$ cat src/rtl/core/lkvc_pkg.sv
// shared types and constants for the lru key-value cache
package lkvc_pkg;

  localparam int unsigned DATA_W = 32;
  localparam int unsigned CAP_W  = 5;

  localparam logic [CAP_W-1:0] CAP_RESET = CAP_W'(16);
  localparam logic [DATA_W-1:0] MISS_VALUE = '1;

  localparam logic OP_GET = 1'b0;
  localparam logic OP_SET = 1'b1;

  typedef struct packed {
    logic                     op;
    logic signed [DATA_W-1:0] key;
    logic signed [DATA_W-1:0] value_in;
  } lkvc_req_t;

  typedef struct packed {
    logic                     found;
    logic signed [DATA_W-1:0] value_out;
    logic                     evicted;
  } lkvc_rsp_t;

  typedef enum logic [1:0] {
    ST_IDLE,
    ST_SCAN,
    ST_PROMOTE,
    ST_FINISH
  } lkvc_state_e;

endpackage

$ cat src/rtl/core/lkvc_store.sv
// entry store: key, value and recency rank memories with registered reads
module lkvc_store import lkvc_pkg::*; #(
  parameter int unsigned DEPTH = 16,
  parameter int unsigned IDX_W = $clog2(DEPTH)
) (
  input  logic              clk_i,
  input  logic [IDX_W-1:0]  rd_addr_i,
  output logic [DATA_W-1:0] rd_key_o,
  output logic [DATA_W-1:0] rd_val_o,
  output logic [IDX_W-1:0]  rd_rank_o,
  input  logic [IDX_W-1:0]  wr_addr_i,
  input  logic              key_we_i,
  input  logic              val_we_i,
  input  logic              rank_we_i,
  input  logic [DATA_W-1:0] key_wdata_i,
  input  logic [DATA_W-1:0] val_wdata_i,
  input  logic [IDX_W-1:0]  rank_wdata_i
);

  logic [DATA_W-1:0] key_mem  [DEPTH];
  logic [DATA_W-1:0] val_mem  [DEPTH];
  logic [IDX_W-1:0]  rank_mem [DEPTH];

  always_ff @(posedge clk_i) begin
    if (key_we_i) begin
      key_mem[wr_addr_i] <= key_wdata_i;
    end
    if (val_we_i) begin
      val_mem[wr_addr_i] <= val_wdata_i;
    end
    if (rank_we_i) begin
      rank_mem[wr_addr_i] <= rank_wdata_i;
    end
    rd_key_o  <= key_mem[rd_addr_i];
    rd_val_o  <= val_mem[rd_addr_i];
    rd_rank_o <= rank_mem[rd_addr_i];
  end

endmodule

$ cat src/rtl/core/lru_key_value_cache_top.sv
// top level of the lru key-value cache: sequencer, scan and recency update
//
// channel   direction  payload      handshake
// request   in         lkvc_req_t   req_valid_i / req_stall_o
// response  out        lkvc_rsp_t   rsp_valid_o / rsp_stall_i
// config    in         5-bit cap    cfg_we_i, no wait
//
// a request passes from acceptance to response through a scan of all entries
// through the single read port of the store, then a recency pass over the same
// port (skipped on a get miss), then a write-back.
// the store needs no clearing after reset; only the valid bits are cleared.
// a stalled response holds the write-back until it is taken.
module lru_key_value_cache_top import lkvc_pkg::*; #(
  parameter int unsigned MAX_ENTRIES = 16
) (
  input  logic             clk_i,
  input  logic             rst_ni,
  input  logic             req_valid_i,
  output logic             req_stall_o,
  input  lkvc_req_t        req_i,
  output logic             rsp_valid_o,
  input  logic             rsp_stall_i,
  output lkvc_rsp_t        rsp_o,
  input  logic             cfg_we_i,
  input  logic [CAP_W-1:0] cfg_data_i
);

  localparam int unsigned IDX_W = $clog2(MAX_ENTRIES);
  localparam int unsigned CNT_W = $clog2(MAX_ENTRIES + 1);
  localparam int unsigned CMP_W = (CNT_W > CAP_W) ? CNT_W : CAP_W;
  localparam logic [IDX_W:0] CNT_END = (IDX_W + 1)'(MAX_ENTRIES);
  localparam logic [CMP_W-1:0] CMP_MAX = CMP_W'(MAX_ENTRIES);

  lkvc_state_e state_q, state_d;

  logic [CAP_W-1:0]       cap_q;
  logic [CNT_W-1:0]       occ_q;
  logic [MAX_ENTRIES-1:0] valid_q;
  logic [IDX_W:0]         cnt_q;
  logic                   pend_q;
  logic [IDX_W-1:0]       idx_q;

  // request fields
  logic              op_q;
  logic [DATA_W-1:0] key_q;
  logic [DATA_W-1:0] val_q;

  // scan results
  logic              hit_q, lru_ok_q, free_ok_q;
  logic [IDX_W-1:0]  hit_idx_q, hit_rank_q, lru_idx_q, lru_rank_q, free_idx_q;
  logic [DATA_W-1:0] hit_val_q;

  // decision
  logic              promote_d;
  logic              act_q, act_d;
  logic              all_q, all_d;
  logic              ev_q, ev_d;
  logic              grow_q, grow_d;
  logic              found_q, found_d;
  logic [IDX_W-1:0]  slot_q, slot_d;
  logic [IDX_W-1:0]  limit_q, limit_d;
  logic [DATA_W-1:0] vout_q, vout_d;

  logic              rsp_valid_q;
  lkvc_rsp_t         rsp_q;

  logic              accept, issue, scan_done, pass_done, out_free, finish;
  logic              cur_valid, age_hit;
  logic [CMP_W-1:0]  cap_ext, eff_cap;

  logic [IDX_W-1:0]  rd_addr, wr_addr, rank_wdata;
  logic [DATA_W-1:0] rd_key, rd_val;
  logic [IDX_W-1:0]  rd_rank;
  logic              key_we, val_we, rank_we;

  lkvc_store #(
    .DEPTH (MAX_ENTRIES),
    .IDX_W (IDX_W)
  ) u_store (
    .clk_i        (clk_i),
    .rd_addr_i    (rd_addr),
    .rd_key_o     (rd_key),
    .rd_val_o     (rd_val),
    .rd_rank_o    (rd_rank),
    .wr_addr_i    (wr_addr),
    .key_we_i     (key_we),
    .val_we_i     (val_we),
    .rank_we_i    (rank_we),
    .key_wdata_i  (key_q),
    .val_wdata_i  (val_q),
    .rank_wdata_i (rank_wdata)
  );

  assign req_stall_o = (state_q != ST_IDLE);
  assign accept      = req_valid_i && !req_stall_o;
  assign issue       = (cnt_q != CNT_END);
  assign scan_done   = (state_q == ST_SCAN) && !issue && !pend_q;
  assign pass_done   = (state_q == ST_PROMOTE) && !issue && !pend_q;
  assign out_free    = !rsp_valid_q || !rsp_stall_i;
  assign finish      = (state_q == ST_FINISH) && out_free;
  assign cur_valid   = valid_q[idx_q];
  assign rd_addr     = cnt_q[IDX_W-1:0];

  assign cap_ext = CMP_W'(cap_q);
  always_comb begin
    if (cap_q == '0) begin
      eff_cap = CMP_W'(1);
    end else if (cap_ext > CMP_MAX) begin
      eff_cap = CMP_MAX;
    end else begin
      eff_cap = cap_ext;
    end
  end

  // choice of slot and promotion limit after the scan
  always_comb begin
    promote_d = 1'b1;
    act_d     = 1'b1;
    all_d     = 1'b0;
    ev_d      = 1'b0;
    grow_d    = 1'b0;
    found_d   = 1'b0;
    slot_d    = hit_idx_q;
    limit_d   = hit_rank_q;
    vout_d    = '0;
    if (hit_q) begin
      found_d = 1'b1;
      if (op_q == OP_GET) begin
        vout_d = hit_val_q;
      end
    end else if (op_q == OP_GET) begin
      promote_d = 1'b0;
      act_d     = 1'b0;
      vout_d    = MISS_VALUE;
    end else if ((CMP_W'(occ_q) >= eff_cap) && lru_ok_q) begin
      ev_d    = 1'b1;
      slot_d  = lru_idx_q;
      limit_d = lru_rank_q;
    end else begin
      all_d  = 1'b1;
      grow_d = 1'b1;
      slot_d = free_idx_q;
    end
  end

  always_comb begin
    state_d = state_q;
    case (state_q)
      ST_IDLE: begin
        if (accept) begin
          state_d = ST_SCAN;
        end
      end
      ST_SCAN: begin
        if (scan_done) begin
          state_d = promote_d ? ST_PROMOTE : ST_FINISH;
        end
      end
      ST_PROMOTE: begin
        if (pass_done) begin
          state_d = ST_FINISH;
        end
      end
      ST_FINISH: begin
        if (out_free) begin
          state_d = ST_IDLE;
        end
      end
      default: state_d = ST_IDLE;
    endcase
  end

  assign age_hit = pend_q && cur_valid && (idx_q != slot_q) &&
                   (all_q || (rd_rank < limit_q));

  always_comb begin
    key_we     = 1'b0;
    val_we     = 1'b0;
    rank_we    = 1'b0;
    wr_addr    = slot_q;
    rank_wdata = '0;
    case (state_q)
      ST_PROMOTE: begin
        if (age_hit) begin
          rank_we    = 1'b1;
          wr_addr    = idx_q;
          rank_wdata = rd_rank + IDX_W'(1);
        end
      end
      ST_FINISH: begin
        if (out_free && act_q) begin
          rank_we = 1'b1;
          key_we  = (op_q == OP_SET);
          val_we  = (op_q == OP_SET);
        end
      end
      default: begin
      end
    endcase
  end

  always_ff @(posedge clk_i or negedge rst_ni) begin
    if (!rst_ni) begin
      state_q     <= ST_IDLE;
      cap_q       <= CAP_RESET;
      occ_q       <= '0;
      valid_q     <= '0;
      cnt_q       <= '0;
      pend_q      <= 1'b0;
      hit_q       <= 1'b0;
      lru_ok_q    <= 1'b0;
      free_ok_q   <= 1'b0;
      rsp_valid_q <= 1'b0;
    end else begin
      state_q <= state_d;
      if (cfg_we_i) begin
        cap_q <= cfg_data_i;
      end
      pend_q <= 1'b0;
      if ((state_q == ST_SCAN || state_q == ST_PROMOTE) && issue) begin
        cnt_q  <= cnt_q + (IDX_W + 1)'(1);
        pend_q <= 1'b1;
      end
      if (accept || scan_done) begin
        cnt_q <= '0;
      end
      if (accept) begin
        hit_q     <= 1'b0;
        lru_ok_q  <= 1'b0;
        free_ok_q <= 1'b0;
      end
      if (state_q == ST_SCAN && pend_q) begin
        if (cur_valid && (rd_key == key_q) && !hit_q) begin
          hit_q <= 1'b1;
        end
        if (cur_valid && (!lru_ok_q || (rd_rank > lru_rank_q))) begin
          lru_ok_q <= 1'b1;
        end
        if (!cur_valid && !free_ok_q) begin
          free_ok_q <= 1'b1;
        end
      end
      if (finish) begin
        if (act_q) begin
          valid_q[slot_q] <= 1'b1;
        end
        if (grow_q) begin
          occ_q <= occ_q + CNT_W'(1);
        end
      end
      if (finish) begin
        rsp_valid_q <= 1'b1;
      end else if (!rsp_stall_i) begin
        rsp_valid_q <= 1'b0;
      end
    end
  end

  always_ff @(posedge clk_i) begin
    idx_q <= rd_addr;
    if (accept) begin
      op_q  <= req_i.op;
      key_q <= req_i.key;
      val_q <= req_i.value_in;
    end
    if (state_q == ST_SCAN && pend_q) begin
      if (cur_valid && (rd_key == key_q) && !hit_q) begin
        hit_idx_q  <= idx_q;
        hit_rank_q <= rd_rank;
        hit_val_q  <= rd_val;
      end
      if (cur_valid && (!lru_ok_q || (rd_rank > lru_rank_q))) begin
        lru_idx_q  <= idx_q;
        lru_rank_q <= rd_rank;
      end
      if (!cur_valid && !free_ok_q) begin
        free_idx_q <= idx_q;
      end
    end
    if (scan_done) begin
      act_q   <= act_d;
      all_q   <= all_d;
      ev_q    <= ev_d;
      grow_q  <= grow_d;
      found_q <= found_d;
      slot_q  <= slot_d;
      limit_q <= limit_d;
      vout_q  <= vout_d;
    end
    if (finish) begin
      rsp_q.found     <= found_q;
      rsp_q.value_out <= vout_q;
      rsp_q.evicted   <= ev_q;
    end
  end

  assign rsp_valid_o = rsp_valid_q;
  assign rsp_o       = rsp_q;

endmodule
$ cat config.mk
export PLATFORM = sky130hd
export DESIGN_NAME = lru_key_value_cache_top
export DESIGN_NICKNAME = d
export VERILOG_FILES = /design/src/rtl/core/lkvc_pkg.sv /design/src/rtl/core/lkvc_store.sv /design/src/rtl/core/lru_key_value_cache_top.sv
export SDC_FILE = /design/constraint.sdc
export NUM_CORES = 1
export LEC_CHECK = 0
export BUFFER_PORTS_ARGS = -buffer_cell sky130_fd_sc_hd__buf_2
export CORE_ASPECT_RATIO = 1.4
export CORE_UTILIZATION = 49
export CTS_CLUSTER_SIZE = 20
export DETAILED_ROUTE_END_ITERATION = 10
export PLACE_DENSITY = 0.71
export SLEW_MARGIN = 20
export SYNTH_ARGS = -nofsm -noshare
export SYNTH_HDL_FRONTEND = slang
export SYNTH_HIERARCHICAL = 1
export SYNTH_SLANG_ARGS = --single-unit
$ cat constraint.sdc
create_clock -name clk_i -period 8.6 [get_ports clk_i]
set_input_delay 1.72 -clock clk_i [delete_from_list [all_inputs] [get_ports clk_i]]
set_output_delay 1.72 -clock clk_i [all_outputs]
set_load 0.02 [all_outputs]
==> summary.txt <==
Status
  – Status: finished with violations
  – Failing checks: DRC

Detailed routing
  – Routed Antenna Nets: 0
  – DRC: 4
  – Routed Wire Length: 105500 microns
  – DR iter-0 viols: 2259
  – DR vias/cell: 5.903
  – DR WL/cell: 26.55 microns
  – Via count: 23450
  – TritonRoute pass-1 iters: 8

Critical path
  – Crit path max-delay cell type: nor2_4
  – Worst Setup EP: u_store/key_mem[11][14]
  – Worst Path Required: 8.95 ns
  – Critical path class: register to register
  – Critical path depth: 7
  – Reg2reg start: idx_q[0]
  – Max stage delay on crit path: 0.91 ns
  – Largest delay share family, worst path: multiplexers
  – R2r endpoint: u_store/key_mem[11][14]
  – Crit-path max FO: 32
  – Critical Path Start: idx_q[0]
  – Worst Path Buf+Inv: 0
  – Setup slack, reg-to-reg: 4.33 ns
  – Element type at the critical path end: register
  – Worst Setup Start Kind: register
  – Worst reg-to-reg path cell count: 7
  – Crit path arrival time: 4.63 ns
  – CP Cell Sequence: mux4_1 > mux4_2 > o311ai_4 > mux2_4 > nor2b_1 > nand2_1 > nor2_4

Final layout
  – Fill count: 7411
  – Most common cell after layout, fill and taps aside: edfxtp_1
  – Area delta synth->final: 13.69%
  – Layout Nets: 2623
  – Final instance area: 58170 sq um
  – FF/Latch Area: 40930 sq um
  – Share of layout cells above drive strength 1: 25.95%
  – Commonest cells after routing, fill and taps aside: edfxtp_1 (1283), mux4_2 (273), a22oi_1 (136), clkbuf_16 (135), buf_2 (110)
  – Area taken by multi-input logic gates: 9841 sq um

Hold path
  – Min-Delay Path Class: register to register
  – WHS Path Cells: 0
  – Hold path start: u_store/rd_val_o[4]

Clock network
  – Post-CTS Setup Repair Bufs: 0
  – CTS Sinks: 1393
  – Clock root cell: clkbuf_16
  – Post-CTS sizing: 0
  – H-tree depth: 4
  – Worst-Skew Late Latency: 0.75 ns
  – CTS tree: built
  – Clk slew on worst S/H paths: 0.06 ns
  – Cts bufs inserted: 131
  – Max Buffers Root-to-Sink: 3
  – Hold Buf Count CTS: 0

STA
  – Tmin final: 4.274 ns
  – Slew headroom: 23.88%
  – Actual slew at the worst max-slew pin: 1.139 ns
  – Clock skew: 0.03592 ns
  – Post-route setup TNS: 0 ns
  – RSZ-0062 raised after global routing: false
  – Max-slew violation count: 0
  – Crit share post-route: 49.69%
  – Final hold vios: 0
  – Fmax: 0.2340 GHz
  – Setup violations, final: 0

Floorplanning
  – Rows: 139
  – Die Height: 384.3 microns
  – DIE AREA: 105700 sq um
  – IO Pins: 111
  – Starting Density: 49.69%
  – Core area: 103000 sq um
  – Chip width: 275.1 microns

Synth
  – Mapped cell area: 51160 sq um
  – Syn_nets: 2443
  – Post-synthesis mux area share: 12.62%
  – Post-Synth XOR/XNOR Area: 0.7875%
  – Synth Area in Simple Gates: 1.846%
  – Synth warn: 6
  – Post-synthesis adder-cell area fraction: 0.5136%
  – Synth cell types: 45
  – Primary FF master, synth: edfxtp_1
  – Post-synth EDFFs: 1283
  – Largest family of logic cells by synthesized area: multiplexers
  – Seq/Total Area, Yosys: 79.98%
  – Async set-reset flop share out of synthesis: 2.728%
  – Mean post-synth cell area: 21.80 sq um
  – Compound-cell area share of the yosys netlist: 2.918%
  – Register bit total from synthesis: 1393
  – Synth Instances: 2347

Power
  – VDD IR-drop max: 0.3326 mV
  – Pwr Density: 297.7 nW/um^2
  – Tot Pwr: 0.01732 W
  – Static leakage: 18.86 nW

Placement
  – Buffers on Ports: 110
  – Placed inst area: 53410 sq um
  – HPWL after DPL: 60080 microns
  – RePlAce Congestion: 0.8001

Global routing
  – Vias in the first global route: 24550
  – M1 GR Usage: 26.40%
  – Initial antenna violation count: 4
  – Most used routing layer: met2
  – GRT Overall Usage: 20.43%
  – First-pass GRT wire length: 156500 microns
  – Gr ovfl total: 0
  – Maximum number of pins on one net before global-route repair: 137
  – GR Util met3: 3.627%
  – GR Util met2: 34.74%

Run
  – Max Cap Violations: 0
## sequential cells by signal (all words and copies together), names as in the netlist, 4 cells and up
name / count
free_idx_q: 4
u_store/rd_val_o: 32
u_store/rank_mem: 64
valid_q: 16
slot_q: 4
key_q: 32
idx_q: 4
lru_idx_q: 4
lru_rank_q: 4
hit_idx_q: 4
rsp_o: 34
limit_q: 4
hit_val_q: 32
occ_q: 5
u_store/val_mem: 512
val_q: 32
u_store/rd_rank_o: 4
vout_q: 32
u_store/rd_key_o: 32
cnt_q: 5
cap_ext: 5
u_store/key_mem: 512
hit_rank_q: 4
## metrics by stage
stage,hold slack (ns),cells,setup WS (ns),utilization [%]
after floorplan,0.3855,2347,3.672,-
after global placement,0.3875,3712,4.269,51.87
after detailed placement,0.3895,3712,4.190,51.87
after CTS,0.4029,3950,4.270,55.99
after global routing,0.4063,3973,4.193,56.50
final,0.4037,3973,4.326,56.50
## synth_stat cells (all sizes together) (5+ instances only)
cell type	count	area share, %
a21o	5	0.073
o21ai	8	0.078
xnor2	14	0.24
inv	52	0.38
edfxtp	1283	75
o21bai	12	0.18
nor3	5	0.049
dfrtp	37	1.8
xor2	32	0.55
nor2b	7	0.086
mux4	277	12
nand3	10	0.098
clkbuf	67	0.49
mux2	13	0.32
and2	6	0.073
ha	21	0.51
a22oi	136	2.0
nand4	7	0.086
nor2	72	0.53
dfxtp	72	2.8
nor4	6	0.073
buf	42	0.46
a21oi	40	0.39
nand2	97	0.71
## cell type report
class,instances,share of cell area [%]
timing repair buffer,156,2.211
clock inverter,59,0.9615
sequential,1393,70.37
inverter,52,0.3399
multi-input combinational,793,16.92
antenna,2,0.008604
tap,1339,2.880
clock buffer,179,6.315
## worst min-delay path by stage
stage,to
2_1_floorplan,hit_val_q[0]
3_3_place_gp,hit_val_q[29]
3_5_place_dp,hit_val_q[27]
4_1_cts,hit_val_q[21]
5_1_grt,hit_val_q[15]
6_report,hit_val_q[4]
## kinds of logic (layout without fill, tap and decap cells)
kind of cell	after synthesis	count (layout)
muxes	294	294
adders and majority gates	21	21
DFF	1393	1393
other	0	2
and+or+nand+nor	221	221
AOI/OAI and AO/OA	211	211
xor gates and xnor gates	46	46
buffers and inverters	161	446
## layer usage
metal  up-vias  part of all wire, %
met5         -                    0
met4         0                  2.9
li1       9976                    -
met3       189                  6.3
met1     12450                   38
met2       838                   53
## power by group
part           switching, W  internal [W]
clock network       0.00244       0.00323
registers          0.000458       0.00805
logic               0.00169       0.00146
## worst register-to-register path: cells and delay by family, from the launching register on
family,cells,cell delay (ns)
AND/OR/NAND/NOR,3,1.51
AO/OA/AOI/OAI,1,0.19
flip-flops,1,0.57
multiplexers,3,1.59
(Power assumes the default switching activity.)
